File: src/hw/rtl/smue_pkg.sv
// ----------------------------------------------------------------------------
// smue_pkg
// shared constants, operation codes and transaction types of the update engine
// ----------------------------------------------------------------------------
package smue_pkg;

    // store geometry
    localparam int ENTRY_COUNT = 1024;
    localparam int ADDR_BITS   = $clog2(ENTRY_COUNT);
    localparam int INDEX_BITS  = 10;
    localparam int VALUE_BITS  = 32;
    localparam int COEF_BITS   = 24;
    localparam int FRAC_BITS   = 24;

    // queue depths, powers of two
    localparam int CMD_DEPTH = 4;
    localparam int RES_DEPTH = 8;

    // operation codes
    localparam logic [1:0] OP_LOAD   = 2'd0;
    localparam logic [1:0] OP_UPDATE = 2'd1;
    localparam logic [1:0] OP_READ   = 2'd2;

    // configuration register indexes
    localparam logic [1:0] CFG_MOMENTUM = 2'd0;
    localparam logic [1:0] CFG_NESTEROV = 2'd1;
    localparam logic [1:0] CFG_STEP     = 2'd2;

    typedef struct packed {
        logic [1:0]            op;
        logic [INDEX_BITS-1:0] idx;
        logic [VALUE_BITS-1:0] grad;
        logic [VALUE_BITS-1:0] lw;
        logic [VALUE_BITS-1:0] lv;
    } t_cmd;

    typedef struct packed {
        logic [INDEX_BITS-1:0] idx;
        logic [VALUE_BITS-1:0] weight;
        logic [VALUE_BITS-1:0] velocity;
        logic                  sat;
    } t_result;

    typedef struct packed {
        logic [COEF_BITS-1:0] mu;
        logic                 nesterov;
        logic [COEF_BITS-1:0] step;
    } t_cfg;

endpackage

File: src/hw/rtl/smue_front.sv
// ----------------------------------------------------------------------------
// smue_front
// accepts input transactions, drops unused codes, queues commands
// ----------------------------------------------------------------------------
module smue_front (
    input  logic                                i_clk,
    input  logic                                i_rst_n,
    input  logic                                i_in_valid,
    output logic                                o_in_stall,
    input  logic [1:0]                          i_op,
    input  logic [smue_pkg::INDEX_BITS-1:0]     i_entry_index,
    input  logic signed [smue_pkg::VALUE_BITS-1:0] i_gradient_value,
    input  logic signed [smue_pkg::VALUE_BITS-1:0] i_load_weight,
    input  logic signed [smue_pkg::VALUE_BITS-1:0] i_load_velocity,
    output logic                                o_cmd_valid,
    output smue_pkg::t_cmd                      o_cmd,
    input  logic                                i_cmd_pop
);

    localparam int PTR_W = $clog2(smue_pkg::CMD_DEPTH);
    localparam int CNT_W = $clog2(smue_pkg::CMD_DEPTH + 1);

    smue_pkg::t_cmd   r_queue [smue_pkg::CMD_DEPTH];
    logic [PTR_W-1:0] r_wr_ptr;
    logic [PTR_W-1:0] r_rd_ptr;
    logic [CNT_W-1:0] r_count;
    logic [CNT_W-1:0] n_count;
    logic             keep;
    logic             push;
    smue_pkg::t_cmd   cmd_in;

    // op 3 and out-of-range indexes are taken and dropped
    assign keep = (i_op == smue_pkg::OP_LOAD || i_op == smue_pkg::OP_UPDATE ||
                   i_op == smue_pkg::OP_READ) &&
                  (32'(i_entry_index) < smue_pkg::ENTRY_COUNT);

    assign o_in_stall  = (r_count == CNT_W'(smue_pkg::CMD_DEPTH));
    assign push        = i_in_valid && !o_in_stall && keep;
    assign o_cmd_valid = (r_count != '0);
    assign o_cmd       = r_queue[r_rd_ptr];

    assign cmd_in.op   = i_op;
    assign cmd_in.idx  = i_entry_index;
    assign cmd_in.grad = i_gradient_value;
    assign cmd_in.lw   = i_load_weight;
    assign cmd_in.lv   = i_load_velocity;

    always_comb begin
        n_count = r_count;
        case ({push, i_cmd_pop})
            2'b10:   n_count = r_count + CNT_W'(1);
            2'b01:   n_count = r_count - CNT_W'(1);
            default: n_count = r_count;
        endcase
    end

    always_ff @(posedge i_clk) begin
        if (!i_rst_n) begin
            r_wr_ptr <= '0;
            r_rd_ptr <= '0;
            r_count  <= '0;
        end else begin
            r_count <= n_count;
            if (push) begin
                r_wr_ptr <= r_wr_ptr + PTR_W'(1);
            end
            if (i_cmd_pop) begin
                r_rd_ptr <= r_rd_ptr + PTR_W'(1);
            end
        end
    end

    always_ff @(posedge i_clk) begin
        if (push) begin
            r_queue[r_wr_ptr] <= cmd_in;
        end
    end

endmodule

File: config.mk
export PLATFORM = sky130hd
export DESIGN_NAME = smue_front
export DESIGN_NICKNAME = d
export VERILOG_FILES = /design/src/hw/rtl/smue_pkg.sv /design/src/hw/rtl/smue_front.sv
export SDC_FILE = /design/constraint.sdc
export NUM_CORES = 1
export LEC_CHECK = 0
export ABC_AREA = 1
export ABC_CLOCK_PERIOD_IN_PS = 6310
export BUFFER_PORTS_ARGS = -buffer_cell sky130_fd_sc_hd__buf_4
export CAP_MARGIN = 20
export CORE_MARGIN = 2
export CORE_UTILIZATION = 30
export CTS_CLUSTER_DIAMETER = 30
export DETAILED_ROUTE_END_ITERATION = 16
export GPL_ROUTABILITY_DRIVEN = 0
export PLACE_DENSITY = 0.57
export SETUP_SLACK_MARGIN = 0.5
export SYNTH_ARGS = -nofsm -noshare
export SYNTH_HDL_FRONTEND = slang
export SYNTH_SLANG_ARGS = --single-unit
File: constraint.sdc
create_clock -name i_clk -period 6.31 [get_ports i_clk]
set_input_delay 0.9465 -clock i_clk [delete_from_list [all_inputs] [get_ports i_clk]]
set_output_delay 0.9465 -clock i_clk [all_outputs]
set_load 0.005 [all_outputs]
==> results.toml <==
[die]
die_w_um = 238
fp.dieArea_um2 = 56800
ioPinCount = 222
die_h_um = 238
core_um2 = 54000
rows = 85
start_util_pct = 30.5

[power_and_ir_drop]
max-vdd-ir-drop_mv = 0.236
power.switching_w = 0.00194
swShare_pct = 21.7
power_frac_seq_pct = 38.3
p_per_area_nw_per_um2 = 407
internal_power_w = 0.00698
p_leak_nw = 7.75
clockPowerShare_pct = 54.5
combPwrFrac_pct = 7.3

[placement]
port-buffer-count = 221
hpwl_mm = 20.8
placed_cell_area_um2 = 18700
place_inst = 1972
pre_cts_ws_ps = 2890

[outcome]
status = "completed"

[global_route]
track_usage_pct = 13.6
grt_pass1_vias = 10200
grt_max_degree = 157
grt_overflow = 0
antenna_found_initial = 2
grt_pass1_wl_mm = 58.5

[finish]
final_util_pct = 40.6
final_cell_area_um2 = 21900
drive_gt1_share_pct = 27.0
syn_to_final_growth_pct = 33.1
n_fill_cell = 4997
nets = 1490
antenna_cells = 0
ff_latch_area_um2 = 13200
multi_input_area_um2 = 2830
stdcell_count = 2144

[timing]
whs_ps = 427
tightestPinTransition_ps = 937
setup-violations-final = 0
skew_ps = 19.4
period_share_pct = 63.9
min_period_ps = 4030
maxSlewHeadroom_pct = 37.5
max_freq_mhz = 248
fin_ws_ps = 2280
rsz0062_at_grt = "false"
slew_violations = 0
hold_viol_final = 0

[critical_path]
r2r-start = "r_count[0]"
critPathMaxStageDelay_ps = 620
crit_slowest_cell = "buf_4"
cpMostUsedCell = "buf_4"
worstPathRequired_ps = 5360
cp-end-kind = "output port"
start_kind = "register"
reg2reg_slack_ps = 4040
crit_arrival_ps = 3080
rr_endpoint = "r_queue[2][53]"
critPathKind = "reg2out"
worst_r2r_path_depth = 5
crit_chain = "buf_4 > buf_4 > o21ai_0 > o22ai_1 > buf_4"
critPathMaxFanout = 60

[logic_synthesis]
synth_flop_cell = "edfxtp_1"
ys_top_cells_by_area = "edfxtp_1 (79%), o21ai_0 (5.6%), nor2_1 (5.1%), o22ai_1 (4.1%), o21ai_1 (1.1%)"
async_flop_share_pct = 0
yosysTopAreaCell = "edfxtp_1"
yosysSeqAreaShare_pct = 79.9
netlist.area_leader.share_pct = 78.8
synth_cell_types = 22
synthTopCellsByCount = "edfxtp_1 (432), nor2_1 (225), o21ai_0 (183)"
synth_cells = 1109
syn_nets = 1227
yosys_warnings = 0
syn_avg_cell_area_um2 = 14.8
synth.most_common_cell = "edfxtp_1"
synth-edff-count = 432
synth_seq_cells = 441
synth_area_um2 = 16500

[cts]
cts-root-buf = "clkbuf_16"
numCtsBuffers = 94
clockBufferDepth = 3
clock-sinks = 441
path_clk_slew_ps = 40
post-cts-setup-buffers = 0
cts_hold_buf = 0
cts_tree = "yes"
htreeDepth = 3
insertion_delay_ps = 610
cts_resized = 0

[min_path]
min_from = "r_rd_ptr[1]"
hold_path_class = "reg2reg"
holdPathStages = 1

[detailed_routing]
ant_nets = 0
wl_per_cell_um = 18.0
vias_per_cell = 4.68
num_vias = 10000
drt_iter0_markers = 540
drc = 0
drtPass1Iterations = 5
drt_wl_total_mm = 38.5

[run]
maxCapViolCount = 0
[kinds of logic after synthesis]
| group | Yosys count | share of synthesized area, % |
|---|---|---|
| buf+inv | 89 | 3.12 |
| compound gates | 334 | 11.0 |
| fa+ha+maj | 6 | 0.502 |
| simple gates | 239 | 5.50 |
| flops | 441 | 79.9 |
[sequential cells by signal, summed over array words and instances, names as in the netlist, named ones only]
name / cells
r_wr_ptr: 2
r_rd_ptr: 2
r_queue: 432
r_count: 3
[worst max path at each step]
stage               startpoint            end  slack (ps)  depth (start not counted)
floorplan           i_in_valid  r_queue[0][0]        -160                          4
global placement      register     o_cmd[107]        2930                          5
detailed placement    register     o_cmd[107]        2890                          5
CTS                   register     o_cmd[107]        2210                          5
global route          register      o_cmd[51]        2020                          5
finish                register     o_cmd[107]        2280                          5
[worst max-delay path, delay by kind of cell (launching register included)]
family,cells,cell delay (ps)
flip-flops,1,480
buffers and inverters,3,1350
AO/OA/AOI/OAI,2,590
[power groups by stage]
stage | clock (W) | sequential [W] | combinational, W
3_5_place_dp | 0 | 0.00347 | 0.000660
4_1_cts | 0.00496 | 0.00342 | 0.000664
5_1_grt | 0.00512 | 0.00342 | 0.000721
2_1_floorplan | 0 | 0.00347 | 0.000311
3_3_place_gp | 0 | 0.00346 | 0.000651
6_report | 0.00486 | 0.00341 | 0.000648
[layer usage]
metal | GRT usage (%) | wire (um)
met5 | 0 | 27
met4 | 5.42 | 707
met2 | 21.5 | 18300
met1 | 16.9 | 16500
met3 | 4.99 | 2990
[placed cells by master, fill, tap and decap left out, drive strengths merged]
cell	n
a21oi	6
buf	237
bufinv	14
clkbuf	110
clkinv	38
clkinvlp	6
dfxtp	9
edfxtp	432
fa	1
ha	5
inv	23
nand2	8
nand3	5
nand4	1
nor2	225
o21ai	220
o22ai	108
[through the flow]
stage               total power (W)  setup TNS [ps]
global route                0.00927               0
detailed placement          0.00413               0
global placement            0.00411               0
floorplan                   0.00378          -70350
finish                      0.00892               0
CTS                         0.00904               0
[cell type report]
type	instances	share of cell area [%]
Inverter	19	0.365
Sequential cell	441	60.1
Tap cell	696	3.97
Multi-Input combinational cell	579	12.9
Timing Repair Buffer	237	8.12
Clock inverter	62	3.38
Clock buffer	110	11.2
No activity file was read; power rests on OpenSTA's default activity.
