===== src/hw/rtl/smue_pkg.sv =====
// ----------------------------------------------------------------------------
// smue_pkg
// shared constants, operation codes and transaction types of the update engine
// ----------------------------------------------------------------------------
package smue_pkg;

    // store geometry
    localparam int ENTRY_COUNT = 1024;
    localparam int ADDR_BITS   = $clog2(ENTRY_COUNT);
    localparam int INDEX_BITS  = 10;
    localparam int VALUE_BITS  = 32;
    localparam int COEF_BITS   = 24;
    localparam int FRAC_BITS   = 24;

    // queue depths, powers of two
    localparam int CMD_DEPTH = 4;
    localparam int RES_DEPTH = 8;

    // operation codes
    localparam logic [1:0] OP_LOAD   = 2'd0;
    localparam logic [1:0] OP_UPDATE = 2'd1;
    localparam logic [1:0] OP_READ   = 2'd2;

    // configuration register indexes
    localparam logic [1:0] CFG_MOMENTUM = 2'd0;
    localparam logic [1:0] CFG_NESTEROV = 2'd1;
    localparam logic [1:0] CFG_STEP     = 2'd2;

    typedef struct packed {
        logic [1:0]            op;
        logic [INDEX_BITS-1:0] idx;
        logic [VALUE_BITS-1:0] grad;
        logic [VALUE_BITS-1:0] lw;
        logic [VALUE_BITS-1:0] lv;
    } t_cmd;

    typedef struct packed {
        logic [INDEX_BITS-1:0] idx;
        logic [VALUE_BITS-1:0] weight;
        logic [VALUE_BITS-1:0] velocity;
        logic                  sat;
    } t_result;

    typedef struct packed {
        logic [COEF_BITS-1:0] mu;
        logic                 nesterov;
        logic [COEF_BITS-1:0] step;
    } t_cfg;

endpackage


===== src/hw/rtl/smue_resq.sv =====
// ----------------------------------------------------------------------------
// smue_resq
// result queue between the update pipe and the output channel
// ----------------------------------------------------------------------------
module smue_resq (
    input  logic              i_clk,
    input  logic              i_rst_n,
    input  logic              i_push,
    input  smue_pkg::t_result i_res,
    input  logic              i_pop,
    output logic              o_valid,
    output smue_pkg::t_result o_res
);

    localparam int PTR_W = $clog2(smue_pkg::RES_DEPTH);
    localparam int CNT_W = $clog2(smue_pkg::RES_DEPTH + 1);

    smue_pkg::t_result r_queue [smue_pkg::RES_DEPTH];
    logic [PTR_W-1:0]  r_wr_ptr;
    logic [PTR_W-1:0]  r_rd_ptr;
    logic [CNT_W-1:0]  r_count;

    assign o_valid = (r_count != '0);
    assign o_res   = r_queue[r_rd_ptr];

    always_ff @(posedge i_clk) begin
        if (!i_rst_n) begin
            r_wr_ptr <= '0;
            r_rd_ptr <= '0;
            r_count  <= '0;
        end else begin
            r_count <= r_count + CNT_W'(i_push) - CNT_W'(i_pop);
            if (i_push) begin
                r_wr_ptr <= r_wr_ptr + PTR_W'(1);
            end
            if (i_pop) begin
                r_rd_ptr <= r_rd_ptr + PTR_W'(1);
            end
        end
    end

    always_ff @(posedge i_clk) begin
        if (i_push) begin
            r_queue[r_wr_ptr] <= i_res;
        end
    end

endmodule


===== config.mk =====
export PLATFORM = sky130hd
export DESIGN_NAME = smue_resq
export DESIGN_NICKNAME = d
export VERILOG_FILES = /design/src/hw/rtl/smue_pkg.sv /design/src/hw/rtl/smue_resq.sv
export SDC_FILE = /design/constraint.sdc
export NUM_CORES = 1
export LEC_CHECK = 0
export BUFFER_PORTS_ARGS = -buffer_cell sky130_fd_sc_hd__buf_2
export CELL_PAD_IN_SITES_DETAIL_PLACEMENT = 1
export CELL_PAD_IN_SITES_GLOBAL_PLACEMENT = 1
export CORE_MARGIN = 2
export CORE_UTILIZATION = 53
export CTS_CLUSTER_DIAMETER = 80
export DETAILED_ROUTE_END_ITERATION = 10
export PLACE_DENSITY = 0.8
export RECOVER_POWER = 50
export SETUP_SLACK_MARGIN = 0.3
export SYNTH_ARGS = -nofsm -noshare
export SYNTH_HDL_FRONTEND = slang
export SYNTH_SLANG_ARGS = --single-unit

===== constraint.sdc =====
create_clock -name i_clk -period 12.7 [get_ports i_clk]
set_input_delay 1.27 -clock i_clk [delete_from_list [all_inputs] [get_ports i_clk]]
set_output_delay 1.27 -clock i_clk [all_outputs]
set_load 0.02 [all_outputs]

==> results of run 1 <==
area by class of cell:
type	count	area (sq um)
diodes	3	7.51
inverters	7	26.3
flip-flops and latches	613	18300
repair buffers	173	826
fillers	3539	16700
clock inverters	41	400
multi-input cells	271	4610
well taps	585	732
clock buffers	68	1510
path summary, 6_finish.rpt:
check                                       to  slack [ns]  cells past startpoint
worst max-delay path                 o_res[36]        7.62                      5
worst min register to register        register        0.55                      2
worst min-delay path                  register        0.55                      2
worst max register to register  r_queue[6][46]        9.17                      3
routing by layer:
layer,GRT usage [%],share of wire [%],vias to the layer above,wire length [um]
met2,36.0,51,256,23900
met4,6.68,2.1,6,998
met5,0,0.085,-,40
met1,28.3,42,5527,19500
met3,4.41,5.3,70,2500
li1,-,-,4352,-
synth_stat cells:
master    number
buf_6         11
nand2b_1       4
clkbuf_1      16
mux4_2       150
a21o_1         1
mux2i_1        3
xor2_1         2
edfxtp_1     600
fa_1           1
nor3_1         2
mux2_2        75
buf_2          7
a21oi_1        1
nand2_1        5
ha_1           7
and2_1         7
buf_1          9
dfxtp_1       13
xnor2_1        3
nand3_1        1
inv_1          7
nor2b_1        3
nor2_1         6
critical path, cell delays in order, from the launching register on:
cell and delay [ns]:
dfxtp_4 0.64, buf_4 0.62, buf_4 0.94, mux4_2 0.43
mux2_2 0.29, buf_2 0.16
through the flow:
step / setup slack (ns) / power, mW / hold WS (ns) / area, sq um
4_1_cts: 7.50 / 4.47 / 0.557 / 26500
6_report: 7.62 / 4.41 / 0.553 / 26400
3_3_place_gp: 8.18 / 2.72 / 0.523 / 24600
3_5_place_dp: 8.18 / 2.73 / 0.536 / 24600
5_1_grt: 7.42 / 4.56 / 0.564 / 26400
2_1_floorplan: 5.65 / 2.60 / 0.512 / 23100
kinds of logic after synthesis:
group / Yosys count / share of synthesized area [%]
xor gates and xnor gates: 5 / 0.189
buffers and inverters: 50 / 1.21
AOI/OAI and AO/OA: 2 / 0.0541
and+or+nand+nor: 28 / 0.622
adders and majority gates: 8 / 0.465
muxes: 228 / 18.4
DFF: 613 / 79.1
flip-flops by register name, summed over array words and instances (netlist names), named ones only:
signal and flops:
r_count 4, r_wr_ptr 3, r_queue 600, r_rd_ptr 3
power breakdown:
group	switching, mW	internal (mW)
Clock	0.727	1.01
Sequential	0.0271	2.28
Combinational	0.209	0.163
==> impl_results.html, run 1 <==
<table>
<tr><th>Metric</th><th>Value</th></tr>
<tr><th colspan="2">GRT</th></tr>
<tr><td>Global route overflow</td><td>0</td></tr>
<tr><td>GR Util All Layers</td><td>21.4%</td></tr>
<tr><td>Wire length of the first global-routing pass</td><td>~70 mm</td></tr>
<tr><td>Maximum number of pins on one net before global-route repair</td><td>~110</td></tr>
<tr><td>Number of global-route vias before repair</td><td>roughly 11k</td></tr>
<tr><td>Antenna violations before repair</td><td>6</td></tr>
<tr><th colspan="2">Routing</th></tr>
<tr><td>Number of iterations in the first detailed-routing pass</td><td>5</td></tr>
<tr><td>Initial DRC count</td><td>800</td></tr>
<tr><td>Vias</td><td>a little over 10k</td></tr>
<tr><td>Final routed DRC violation total</td><td>0</td></tr>
<tr><td>Drt total wl</td><td>46.9 mm</td></tr>
<tr><td>Remaining antenna violation count after routing</td><td>0</td></tr>
<tr><td>Average detailed-routed wire length per instance</td><td>26.6 um</td></tr>
<tr><td>Vias/cell</td><td>around 5.8</td></tr>
<tr><th colspan="2">STA</th></tr>
<tr><td>Worst Clk Skew</td><td>slightly above 0.02 ns</td></tr>
<tr><td>Pin slew with the least headroom to its limit</td><td>between 2 and 2.5 ns</td></tr>
<tr><td>Time the final worst path needs with I/O delays and setup</td><td>slightly above 5 ns</td></tr>
<tr><td>Final setup violation count</td><td>0</td></tr>
<tr><td>Setup TNS Final</td><td>0 ns</td></tr>
<tr><td>Setup repair after global routing missed its margin</td><td>no</td></tr>
<tr><td>Achievable frequency</td><td>between 150 and 200 MHz</td></tr>
<tr><td>Final clock period utilization by the worst path</td><td>about two fifths</td></tr>
<tr><td>Slew headroom</td><td>-61.7%</td></tr>
<tr><td>Number of slew-limit violations in the final report</td><td>54</td></tr>
<tr><td>Total count of hold-check failures in the final report</td><td>0</td></tr>
<tr><th colspan="2">Yosys</th></tr>
<tr><td>Ys Warns</td><td>0</td></tr>
<tr><td>Total nets after synthesis</td><td>just over 1k</td></tr>
<tr><td>Synthesized flop and latch total</td><td>approximately 610</td></tr>
<tr><td>Sequential-to-total area share from yosys stat</td><td>between 70% and 80%</td></tr>
<tr><td>Library cell occupying the most area in the post-synthesis netlist</td><td>edfxtp_1</td></tr>
<tr><td>Mean post-synth cell area</td><td>approximately 25 sq um</td></tr>
<tr><td>Netlist area before placement</td><td>approximately 23,000 sq um</td></tr>
<tr><td>Area contributors post-synth</td><td>edfxtp_1 (78%), mux4_2 (15%), mux2_2 (3.7%)</td></tr>
<tr><td>Area share of the largest cell type after synthesis</td><td>between 70% and 80%</td></tr>
<tr><td>Count of unique library cells instantiated by Yosys</td><td>23</td></tr>
<tr><td>Synthesized instance count</td><td>between 900 and 1k</td></tr>
<tr><th colspan="2">Critical path</th></tr>
<tr><td>Data arrival time of the critical path</td><td>~3.8 ns</td></tr>
<tr><td>Reg2Reg Launch Point</td><td>r_wr_ptr[0]</td></tr>
<tr><td>Category of the worst setup path capture point</td><td>output pin</td></tr>
<tr><td>Setup crit start kind</td><td>register</td></tr>
<tr><td>Maximum fanout count along the critical path</td><td>74</td></tr>
<tr><td>Kind of critical path</td><td>register to output pin</td></tr>
<tr><td>Worst endpoint required time</td><td>around 11 ns</td></tr>
<tr><th colspan="2">Placed design</th></tr>
<tr><td>I/O Buffers</td><td>~150</td></tr>
<tr><td>DPL Wire Length</td><td>between 20 and 25 mm</td></tr>
<tr><td>Final weighted congestion of routability-driven global placement</td><td>0.691</td></tr>
<tr><td>Placed Cells incl. Taps</td><td>roughly 1.6k</td></tr>
<tr><th colspan="2">Cells and area</th></tr>
<tr><td>Share of layout cells above drive strength 1</td><td>between 30% and 40%</td></tr>
<tr><td>Most frequent standard cell in the layout excluding fill and tap cells</td><td>edfxtp_1</td></tr>
<tr><td>Post-layout net count</td><td>~1.2k</td></tr>
<tr><td>Non-filler instance count after layout</td><td>1,761</td></tr>
<tr><td>Utilization after layout</td><td>61.3%</td></tr>
<tr><td>Layout overhead on the synthesized area</td><td>14.2%</td></tr>
<tr><td>Top library cells by usage in the layout, fill and taps aside</td><td>edfxtp_1 (600), mux4_2 (150), clkbuf_1 (87), buf_2 (77), mux2_2 (75)</td></tr>
<tr><th colspan="2">Floorplan</th></tr>
<tr><td>Core area</td><td>roughly 43,000 sq um</td></tr>
<tr><td>I/O pins</td><td>approximately 160</td></tr>
<tr><td>Starting density of the core</td><td>roughly 54%</td></tr>
<tr><td>Die outline area</td><td>45,300 sq um</td></tr>
<tr><td>Number of rows in the core area</td><td>76</td></tr>
<tr><td>Vertical die dimension</td><td>213 um</td></tr>
<tr><td>DIE WIDTH</td><td>213 um</td></tr>
<tr><th colspan="2">Clock network</th></tr>
<tr><td>Maximum level of the CTS H-tree</td><td>2</td></tr>
<tr><td>Clock Path Buffers</td><td>3</td></tr>
<tr><td>Number of buffers inserted during clock tree synthesis</td><td>59</td></tr>
<tr><td>Root buffer cell</td><td>clkbuf_16</td></tr>
<tr><td>Post-CTS setup buffers</td><td>0</td></tr>
<tr><td>Clock tree from TritonCTS</td><td>done</td></tr>
<tr><td>Clk pin slew, worst setup/hold paths</td><td>0.06 ns</td></tr>
<tr><td>Cts repair resizes</td><td>0</td></tr>
<tr><td>CTS Hold Buffers Added</td><td>0</td></tr>
<tr><td>Number of clock sinks</td><td>just over 600</td></tr>
<tr><td>Clock insertion delay at the later pin of the skew report</td><td>a little over 0.6 ns</td></tr>
<tr><th colspan="2">Worst hold path</th></tr>
<tr><td>Worst min path class</td><td>register to register</td></tr>
<tr><td>Min-delay src</td><td>r_rd_ptr[1]</td></tr>
<tr><th colspan="2">Power and ir drop</th></tr>
<tr><td>Total power density per cell area</td><td>167 nW/um^2</td></tr>
<tr><td>Maximum vdd ir drop</td><td>0.138 mV</td></tr>
<tr><td>Leakage Power</td><td>8.21 nW</td></tr>
<tr><th colspan="2">Flow run</th></tr>
<tr><td>Max cap viols</td><td>2</td></tr>
<tr><th colspan="2">Outcome</th></tr>
<tr><td>Violations in the final reports</td><td>max-capacitance violations, max-slew violations</td></tr>
<tr><td>Outcome</td><td>finished, violations left</td></tr>
</table>
Note: power is estimated with default switching activity, not from simulation.
==> inputs of run 2 (changes only) <==
--- a/config.mk
+++ b/config.mk
@@ -5,14 +5,15 @@
 export SDC_FILE = /design/constraint.sdc
 export NUM_CORES = 1
 export LEC_CHECK = 0
+export ABC_AREA = 1
 export BUFFER_PORTS_ARGS = -buffer_cell sky130_fd_sc_hd__buf_2
 export CELL_PAD_IN_SITES_DETAIL_PLACEMENT = 1
 export CELL_PAD_IN_SITES_GLOBAL_PLACEMENT = 1
 export CORE_MARGIN = 2
-export CORE_UTILIZATION = 53
+export CORE_UTILIZATION = 48
 export CTS_CLUSTER_DIAMETER = 80
 export DETAILED_ROUTE_END_ITERATION = 10
-export PLACE_DENSITY = 0.8
+export PLACE_DENSITY = 0.82
 export RECOVER_POWER = 50
 export SETUP_SLACK_MARGIN = 0.3
 export SYNTH_ARGS = -nofsm -noshare
==> constraint.sdc (replaced) <==
create_clock -name i_clk -period 5.2 [get_ports i_clk]
set_input_delay 0.52 -clock i_clk [delete_from_list [all_inputs] [get_ports i_clk]]
set_output_delay 0.52 -clock i_clk [all_outputs]
set_load 0.02 [all_outputs]
==> run 2 against run 1 <==
The flow still finishes with violations (max-capacitance violations, max-slew violations); critical path depth rose by 2; design area increased by 14%; utilization decreased by 6.7 points; total power grew to 2.6 times the previous value; sequential share of layout area down 8.3 points; sequential power increased by 140%; global-route usage up 4.1 points; sequential cell count stayed put; clock skew rose by 0.0026 ns; count of clock-buffer cells in the layout up 14; synthesized cell count increased to 2.9 times the previous value; worst hold slack worse by 0.33 ns.
==> impl_results.html, run 2 <==
<table>
<tr><th>Metric</th><th>Value</th></tr>
<tr><th colspan="2">Outcome</th></tr>
<tr><td>Outcome</td><td>finished, violations left</td></tr>
<tr><td>Violations in the final reports</td><td>max-capacitance violations, max-slew violations</td></tr>
<tr><th colspan="2">Clock network</th></tr>
<tr><td>Clock Path Buffers</td><td>3</td></tr>
<tr><td>Clk pin slew, worst setup/hold paths</td><td>roughly 0.06 ns</td></tr>
<tr><td>Clock tree from TritonCTS</td><td>done</td></tr>
<tr><td>Number of clock sinks</td><td>a little over 600</td></tr>
<tr><td>Maximum level of the CTS H-tree</td><td>3</td></tr>
<tr><td>Clock insertion delay at the later pin of the skew report</td><td>~0.60 ns</td></tr>
<tr><td>Cts repair resizes</td><td>0</td></tr>
<tr><td>Root buffer cell</td><td>clkbuf_16</td></tr>
<tr><td>CTS Hold Buffers Added</td><td>0</td></tr>
<tr><td>Number of buffers inserted during clock tree synthesis</td><td>67</td></tr>
<tr><td>Post-CTS setup buffers</td><td>0</td></tr>
<tr><th colspan="2">Yosys</th></tr>
<tr><td>Synth async-reset ratio</td><td>0%</td></tr>
<tr><td>Sequential-to-total area share from yosys stat</td><td>just under 70%</td></tr>
<tr><td>Synthesized flop and latch total</td><td>613</td></tr>
<tr><td>Library cell occupying the most area in the post-synthesis netlist</td><td>edfxtp_1</td></tr>
<tr><td>Ys Warns</td><td>0</td></tr>
<tr><td>Count of unique library cells instantiated by Yosys</td><td>18</td></tr>
<tr><td>Number of enable flip-flop cells after synthesis</td><td>600</td></tr>
<tr><td>Total nets after synthesis</td><td>around 2.8k</td></tr>
<tr><td>Area contributors post-synth</td><td>edfxtp_1 (68%), nand2_1 (14%), inv_1 (8.7%)</td></tr>
<tr><td>Most used standard cells in the synthesized netlist</td><td>nand2_1 (987), inv_1 (615), edfxtp_1 (600)</td></tr>
<tr><td>Ys flop type</td><td>edfxtp_1</td></tr>
<tr><td>Most common cell in the synthesized netlist</td><td>nand2_1</td></tr>
<tr><td>Netlist area before placement</td><td>26,600 sq um</td></tr>
<tr><td>Synthesized instance count</td><td>approximately 2.7k</td></tr>
<tr><td>Mean post-synth cell area</td><td>between 9 and 10 sq um</td></tr>
<tr><td>Area share of the largest cell type after synthesis</td><td>between 60% and 70%</td></tr>
<tr><th colspan="2">Critical path</th></tr>
<tr><td>Reg2Reg Launch Point</td><td>r_wr_ptr[0]</td></tr>
<tr><td>Setup crit start kind</td><td>register</td></tr>
<tr><td>Worst reg2reg endpoint</td><td>r_queue[3][41]</td></tr>
<tr><td>Category of the worst setup path capture point</td><td>output pin</td></tr>
<tr><td>Data arrival time of the critical path</td><td>around 3.3 ns</td></tr>
<tr><td>Number of cells on the worst reg-to-reg path</td><td>3</td></tr>
<tr><td>Kind of critical path</td><td>register to output pin</td></tr>
<tr><td>Reg2Reg Setup Slack</td><td>roughly 1.9 ns</td></tr>
<tr><td>Worst endpoint required time</td><td>between 4 and 5 ns</td></tr>
<tr><td>Maximum fanout count along the critical path</td><td>80</td></tr>
<tr><th colspan="2">Placed design</th></tr>
<tr><td>Placed Cells incl. Taps</td><td>between 3k and 4k</td></tr>
<tr><td>Placed Area</td><td>28,100 sq um</td></tr>
<tr><td>I/O Buffers</td><td>154</td></tr>
<tr><td>Final weighted congestion of routability-driven global placement</td><td>roughly 0.73</td></tr>
<tr><td>DPL Wire Length</td><td>~40 mm</td></tr>
<tr><th colspan="2">Routing</th></tr>
<tr><td>Drt total wl</td><td>~72 mm</td></tr>
<tr><td>Remaining antenna violation count after routing</td><td>0</td></tr>
<tr><td>Average detailed-routed wire length per instance</td><td>between 15 and 20 um</td></tr>
<tr><td>Vias/cell</td><td>approximately 5.1</td></tr>
<tr><td>Initial DRC count</td><td>between 1k and 1.5k</td></tr>
<tr><td>Final routed DRC violation total</td><td>0</td></tr>
<tr><td>Number of iterations in the first detailed-routing pass</td><td>7</td></tr>
<tr><td>Vias</td><td>approximately 18k</td></tr>
<tr><th colspan="2">GRT</th></tr>
<tr><td>Global route overflow</td><td>0</td></tr>
<tr><td>Number of global-route vias before repair</td><td>20.0k</td></tr>
<tr><td>Antenna violations before repair</td><td>5</td></tr>
<tr><td>Wire length of the first global-routing pass</td><td>roughly 110 mm</td></tr>
<tr><td>Maximum number of pins on one net before global-route repair</td><td>between 150 and 200</td></tr>
<tr><td>GR Util All Layers</td><td>approximately a quarter</td></tr>
<tr><th colspan="2">STA</th></tr>
<tr><td>Setup repair after global routing missed its margin</td><td>no</td></tr>
<tr><td>Final setup violation count</td><td>0</td></tr>
<tr><td>Time the final worst path needs with I/O delays and setup</td><td>3.80 ns</td></tr>
<tr><td>Fin Hold WS</td><td>about 0.23 ns</td></tr>
<tr><td>Slew headroom</td><td>-87.9%</td></tr>
<tr><td>Worst Clk Skew</td><td>about 0.023 ns</td></tr>
<tr><td>Pin slew with the least headroom to its limit</td><td>approximately 2.8 ns</td></tr>
<tr><td>Total count of hold-check failures in the final report</td><td>0</td></tr>
<tr><td>Number of slew-limit violations in the final report</td><td>90</td></tr>
<tr><td>Final clock period utilization by the worst path</td><td>73.1%</td></tr>
<tr><td>Setup TNS Final</td><td>0 ns</td></tr>
<tr><td>Achievable frequency</td><td>~260 MHz</td></tr>
<tr><th colspan="2">Cells and area</th></tr>
<tr><td>Design area</td><td>roughly 30,000 sq um</td></tr>
<tr><td>Share of layout cells above drive strength 1</td><td>7.02%</td></tr>
<tr><td>Register with the most flip-flops</td><td>r_queue</td></tr>
<tr><td>Top Registers</td><td>r_queue (600), r_count (4)</td></tr>
<tr><td>Most frequent standard cell in the layout excluding fill and tap cells</td><td>nand2_1</td></tr>
<tr><td>Flip-flop count of the largest register, all copies and words added</td><td>600</td></tr>
<tr><td>Layout overhead on the synthesized area</td><td>12.8%</td></tr>
<tr><td>Footprint of the multi-input gates</td><td>5510 sq um</td></tr>
<tr><td>Non-filler instance count after layout</td><td>about 3.6k</td></tr>
<tr><td>Utilization after layout</td><td>a little over half</td></tr>
<tr><td>Area occupied by registers</td><td>roughly 18,000 sq um</td></tr>
<tr><td>Post-layout net count</td><td>2,892</td></tr>
<tr><td>Total of fill cells in the finished design</td><td>approximately 6.0k</td></tr>
<tr><td>Top library cells by usage in the layout, fill and taps aside</td><td>nand2_1 (987), inv_1 (614), edfxtp_1 (600), nand3_1 (303), clkbuf_1 (88)</td></tr>
<tr><th colspan="2">Floorplan</th></tr>
<tr><td>DIE WIDTH</td><td>around 240 um</td></tr>
<tr><td>Number of rows in the core area</td><td>86</td></tr>
<tr><td>Die outline area</td><td>57,300 sq um</td></tr>
<tr><td>Starting density of the core</td><td>just under 50%</td></tr>
<tr><td>I/O pins</td><td>approximately 160</td></tr>
<tr><td>Vertical die dimension</td><td>between 200 and 250 um</td></tr>
<tr><td>Core area</td><td>between 50,000 and 60,000 sq um</td></tr>
<tr><th colspan="2">Worst hold path</th></tr>
<tr><td>Min-delay src</td><td>i_rst_n</td></tr>
<tr><td>Worst min path class</td><td>input pin to register</td></tr>
<tr><td>Terminating pin of the worst hold path</td><td>r_count[0]</td></tr>
<tr><td>Worst Hold Depth</td><td>3</td></tr>
<tr><th colspan="2">Power and ir drop</th></tr>
<tr><td>Total power density per cell area</td><td>379 nW/um^2</td></tr>
<tr><td>Leakage Power</td><td>~14 nW</td></tr>
<tr><td>Maximum vdd ir drop</td><td>approximately 0.26 mV</td></tr>
<tr><th colspan="2">Flow run</th></tr>
<tr><td>Max cap viols</td><td>2</td></tr>
</table>
run 2: cell types whose count changed after synthesis, sizes merged, moves of 7 or more:
| cell | change |
|---|---|
| mux4 | -150 |
| nand2 | +982 |
| and2 | -7 |
| buf | +74 |
| mux2 | -75 |
| nor2 | +9 |
| inv | +610 |
| nand3 | +302 |
run 2: per-layer routing:
metal	part of all wire, %	global-route usage, %	up-vias
met3	5.3	3.79	153
li1	-	-	8555
met4	2.9	10.2	4
met2	50	44.2	507
met1	42	32.0	9191
met5	0.029	0	-
run 2: through the flow:
stage               setup slack (ns)  total power, mW
finish                          1.40             11.4
detailed placement              1.99             7.00
floorplan                      0.672             6.52
global route                    1.22             11.8
CTS                             1.36             11.5
global placement                1.99             6.92
run 2: critical path, cell delays in order, from the launching register on:
cell	delay [ns]
dfxtp_4	0.57
inv_4	0.88
buf_4	0.54
nand3_1	0.15
nand2_1	0.10
nand2_1	0.06
nand2_1	0.17
buf_2	0.19
run 2: area by class of cell:
cell class | count | area share [%]
Tap cell | 748 | 3.12
Clock buffer | 82 | 5.92
Antenna cell | 4 | 0.0333
Multi-Input combinational cell | 1326 | 18.3
Clock inverter | 29 | 0.796
Inverter | 617 | 7.75
Sequential cell | 613 | 60.9
Timing Repair Buffer | 180 | 3.11
run 2: kinds of logic (layout without fill, tap and decap cells):
family,count (synthesis),count (layout),share of synthesized area [%]
and+or+nand+nor,1307,1307,19.9
buffers and inverters,732,908,10.8
DFF,613,613,68.7
AOI/OAI and AO/OA,9,9,0.169
adders and majority gates,8,8,0.404
xor gates and xnor gates,2,2,0.0658
other,0,4,0
run 2: worst max-delay path by stage:
stage	start	end	cells past startpoint	slack (ns)
2_1_floorplan	i_push	r_queue[0][0]	3	0.67
3_3_place_gp	register	o_res[13]	5	1.99
3_5_place_dp	register	o_res[36]	7	1.99
4_1_cts	register	o_res[6]	8	1.36
5_1_grt	register	o_res[73]	8	1.22
6_report	register	o_res[19]	7	1.40
run 2: power breakdown:
group / internal [mW] / total (mW) / switching (mW) / leakage [nW]
combinational: 0.345 / 1.26 / 0.916 / 7.09
clock: 2.61 / 4.50 / 1.89 / 0.981
sequential: 5.55 / 5.62 / 0.0658 / 5.56
==> inputs of run 3 (changes only) <==
--- a/config.mk
+++ b/config.mk
@@ -10,10 +10,10 @@
 export CELL_PAD_IN_SITES_DETAIL_PLACEMENT = 1
 export CELL_PAD_IN_SITES_GLOBAL_PLACEMENT = 1
 export CORE_MARGIN = 2
-export CORE_UTILIZATION = 48
+export CORE_UTILIZATION = 43
 export CTS_CLUSTER_DIAMETER = 80
 export DETAILED_ROUTE_END_ITERATION = 10
-export PLACE_DENSITY = 0.82
+export PLACE_DENSITY = 0.77
 export RECOVER_POWER = 50
 export SETUP_SLACK_MARGIN = 0.3
 export SYNTH_ARGS = -nofsm -noshare
==> constraint.sdc (replaced) <==
create_clock -name i_clk -period 3.1 [get_ports i_clk]
set_input_delay 0.31 -clock i_clk [delete_from_list [all_inputs] [get_ports i_clk]]
set_output_delay 0.31 -clock i_clk [all_outputs]
set_load 0.02 [all_outputs]
==> run 3 against run 2 <==
The run ends with max-capacitance violations left; clock power increased by 72%; design area is 4.0% higher; wire length up 0.55%; combinational power up 86%; die area increased by 11%.
==> impl_results.html, run 3 (same netlist as run 2, synthesis figures left out) <==
<table>
<tr><th>Metric</th><th>Value</th></tr>
<tr><th colspan="2">Clock network</th></tr>
<tr><td>Number of buffers inserted during clock tree synthesis</td><td>67</td></tr>
<tr><td>Clock insertion delay at the later pin of the skew report</td><td>0.61 ns</td></tr>
<tr><td>Number of clock sinks</td><td>613</td></tr>
<tr><td>Clock tree from TritonCTS</td><td>done</td></tr>
<tr><td>Maximum level of the CTS H-tree</td><td>3</td></tr>
<tr><td>Clk pin slew, worst setup/hold paths</td><td>around 0.06 ns</td></tr>
<tr><td>Root buffer cell</td><td>clkbuf_16</td></tr>
<tr><td>Clock Path Buffers</td><td>3</td></tr>
<tr><th colspan="2">Routing</th></tr>
<tr><td>Initial DRC count</td><td>approximately 1.0k</td></tr>
<tr><td>Average detailed-routed wire length per instance</td><td>roughly 19 um</td></tr>
<tr><td>Number of iterations in the first detailed-routing pass</td><td>5</td></tr>
<tr><td>Drt total wl</td><td>between 70 and 80 mm</td></tr>
<tr><td>Remaining antenna violation count after routing</td><td>0</td></tr>
<tr><td>Vias</td><td>~19k</td></tr>
<tr><td>Final routed DRC violation total</td><td>0</td></tr>
<tr><td>Vias/cell</td><td>about 5</td></tr>
<tr><th colspan="2">Outcome</th></tr>
<tr><td>Violations in the final reports</td><td>max-capacitance violations</td></tr>
<tr><td>Outcome</td><td>finished, violations left</td></tr>
<tr><th colspan="2">Cells and area</th></tr>
<tr><td>Layout overhead on the synthesized area</td><td>17.4%</td></tr>
<tr><td>Top library cells by usage in the layout, fill and taps aside</td><td>nand2_1 (987), inv_1 (614), edfxtp_1 (600), nand3_1 (303), clkbuf_1 (91)</td></tr>
<tr><td>Post-layout net count</td><td>2,982</td></tr>
<tr><td>Top Registers</td><td>r_queue (600), r_count (4)</td></tr>
<tr><td>Area occupied by registers</td><td>about 18,000 sq um</td></tr>
<tr><td>Design area</td><td>31,200 sq um</td></tr>
<tr><td>Total of fill cells in the finished design</td><td>between 6k and 7k</td></tr>
<tr><td>Utilization after layout</td><td>approximately 51%</td></tr>
<tr><td>Footprint of the multi-input gates</td><td>between 5000 and 6000 sq um</td></tr>
<tr><td>Flip-flop count of the largest register, all copies and words added</td><td>600</td></tr>
<tr><td>Most frequent standard cell in the layout excluding fill and tap cells</td><td>nand2_1</td></tr>
<tr><td>Share of layout cells above drive strength 1</td><td>between 7 and 8%</td></tr>
<tr><td>Register with the most flip-flops</td><td>r_queue</td></tr>
<tr><th colspan="2">GRT</th></tr>
<tr><td>Number of global-route vias before repair</td><td>20.2k</td></tr>
<tr><td>Global route overflow</td><td>0</td></tr>
<tr><td>Wire length of the first global-routing pass</td><td>112 mm</td></tr>
<tr><td>Maximum number of pins on one net before global-route repair</td><td>~150</td></tr>
<tr><td>GR Util All Layers</td><td>between 20% and 30%</td></tr>
<tr><td>Antenna violations before repair</td><td>7</td></tr>
<tr><th colspan="2">Flow run</th></tr>
<tr><td>Max cap viols</td><td>1</td></tr>
<tr><th colspan="2">Placed design</th></tr>
<tr><td>I/O Buffers</td><td>roughly 150</td></tr>
<tr><td>Placed Area</td><td>between 20,000 and 30,000 sq um</td></tr>
<tr><td>Final weighted congestion of routability-driven global placement</td><td>roughly 0.75</td></tr>
<tr><td>DPL Wire Length</td><td>slightly below 40 mm</td></tr>
<tr><th colspan="2">Critical path</th></tr>
<tr><td>Data arrival time of the critical path</td><td>about 2.3 ns</td></tr>
<tr><td>Reg2Reg Launch Point</td><td>r_wr_ptr[0]</td></tr>
<tr><td>Buf/Inv on CP</td><td>3</td></tr>
<tr><td>Number of cells on the worst reg-to-reg path</td><td>3</td></tr>
<tr><td>Worst endpoint required time</td><td>2.79 ns</td></tr>
<tr><td>Most prevalent standard cell on the critical path</td><td>nand2_1</td></tr>
<tr><td>Maximum fanout count along the critical path</td><td>between 40 and 50</td></tr>
<tr><td>Cell breakdown of the critical path</td><td>buf_16, buf_6, nand2_1, nand3_1, nand2_1, nand2_1, nand2_1, buf_2</td></tr>
<tr><td>Reg2Reg Setup Slack</td><td>~0.62 ns</td></tr>
<tr><td>CP max stage cell</td><td>dfxtp_4</td></tr>
<tr><td>Kind of critical path</td><td>register to output pin</td></tr>
<tr><td>Setup crit start kind</td><td>register</td></tr>
<tr><td>Category of the worst setup path capture point</td><td>output pin</td></tr>
<tr><td>Worst reg2reg endpoint</td><td>r_queue[5][17]</td></tr>
<tr><td>Cell type group with the largest total delay on the critical path</td><td>buffers and inverters</td></tr>
<tr><td>Worst stage delay on the critical path</td><td>0.47 ns</td></tr>
<tr><th colspan="2">STA</th></tr>
<tr><td>Time the final worst path needs with I/O delays and setup</td><td>between 2 and 3 ns</td></tr>
<tr><td>Setup repair after global routing missed its margin</td><td>yes</td></tr>
<tr><td>Pin slew with the least headroom to its limit</td><td>1.49 ns</td></tr>
<tr><td>Worst Clk Skew</td><td>0.0282 ns</td></tr>
<tr><td>Total count of hold-check failures in the final report</td><td>0</td></tr>
<tr><td>Final setup violation count</td><td>0</td></tr>
<tr><td>Achievable frequency</td><td>approximately 380 MHz</td></tr>
<tr><td>Setup TNS Final</td><td>0 ns</td></tr>
<tr><td>Final clock period utilization by the worst path</td><td>between 80% and 90%</td></tr>
<tr><td>Number of slew-limit violations in the final report</td><td>0</td></tr>
<tr><td>Slew headroom</td><td>less than 1%</td></tr>
<tr><th colspan="2">Worst hold path</th></tr>
<tr><td>Worst min path class</td><td>input pin to register</td></tr>
<tr><td>Worst Hold Depth</td><td>3</td></tr>
<tr><td>Min-delay src</td><td>i_push</td></tr>
<tr><td>Terminating pin of the worst hold path</td><td>r_wr_ptr[2]</td></tr>
<tr><th colspan="2">Power and ir drop</th></tr>
<tr><td>Maximum vdd ir drop</td><td>between 0.3 and 0.4 mV</td></tr>
<tr><td>Total power density per cell area</td><td>~620 nW/um^2</td></tr>
<tr><td>Leakage Power</td><td>between 10 and 15 nW</td></tr>
<tr><td>Final total power</td><td>19.4 mW</td></tr>
<tr><th colspan="2">Floorplan</th></tr>
<tr><td>DIE WIDTH</td><td>roughly 250 um</td></tr>
<tr><td>Vertical die dimension</td><td>around 250 um</td></tr>
<tr><td>I/O pins</td><td>~160</td></tr>
<tr><td>Core area</td><td>just over 60,000 sq um</td></tr>
<tr><td>Die outline area</td><td>roughly 64,000 sq um</td></tr>
<tr><td>Number of rows in the core area</td><td>91</td></tr>
<tr><td>Starting density of the core</td><td>43.3%</td></tr>
</table>
run 3: changes by cell type in the layout (fill, tap and decap cells not counted), moves of 2 or more:
cell / before / now
buf_4: 20 / 17
diode_2: 4 / 2
buf_6: 0 / 2
buf_16: 0 / 4
clkinv_2: 6 / 12
clkbuf_1: 88 / 91
buf_12: 5 / 13
dlygate4sd3_1: 0 / 75
clkinv_1: 16 / 14
inv_6: 3 / 6
run 3: per-layer routing:
layer	track usage (%)	part of all wire [%]	vias up
met5	0	0.097	-
met4	8.67	2.8	10
met3	4.21	5.3	147
met2	40.2	51	448
met1	28.1	41	9312
li1	-	-	8746
run 3: timing repair:
item	in CTS	in global routing
endpoints found under the hold margin	593	0
resized for setup	5	3
setup buffers	0	0
hold buffers	75	0
endpoints found under the setup margin	45	39
cloned	2	1
run 3: area by class of cell:
type / count / area share [%]
sequential: 613 / 58.6
multi-input combinational: 1326 / 17.6
inverter: 617 / 7.48
timing repair buffer: 270 / 6.46
clock buffer: 82 / 5.65
tap: 790 / 3.17
clock inverter: 38 / 1.07
antenna: 2 / 0.0160
run 3: power by group:
part,internal [mW],switching (mW)
clock,4.48,3.26
combinational,0.703,1.63
sequential,9.31,0.0626
run 3: worst max path at each step:
stage	depth (start not counted)	endpoint	slack, ns	from
3_3_place_gp	8	o_res[3]	0.78	register
6_report	8	o_res[61]	0.45	register
2_1_floorplan	3	r_queue[4][0]	0.02	i_push
3_5_place_dp	8	o_res[62]	0.74	register
5_1_grt	8	o_res[27]	0.29	register
4_1_cts	8	o_res[21]	0.31	register
run 3: stage by stage:
stage	setup slack [ns]	cells	hold slack (ns)
finish	0.447	3738	0.0479
detailed placement	0.735	3538	0.522
global route	0.291	3738	0.0443
global placement	0.778	3538	0.481
floorplan	0.0239	2671	0.403
CTS	0.307	3735	0.00470
run 3: worst min-delay path: cells and delay by family:
kind	cells	cell delay (ns)
buf+inv	1	0.14
compound gates	1	0.06
simple gates	1	0.08
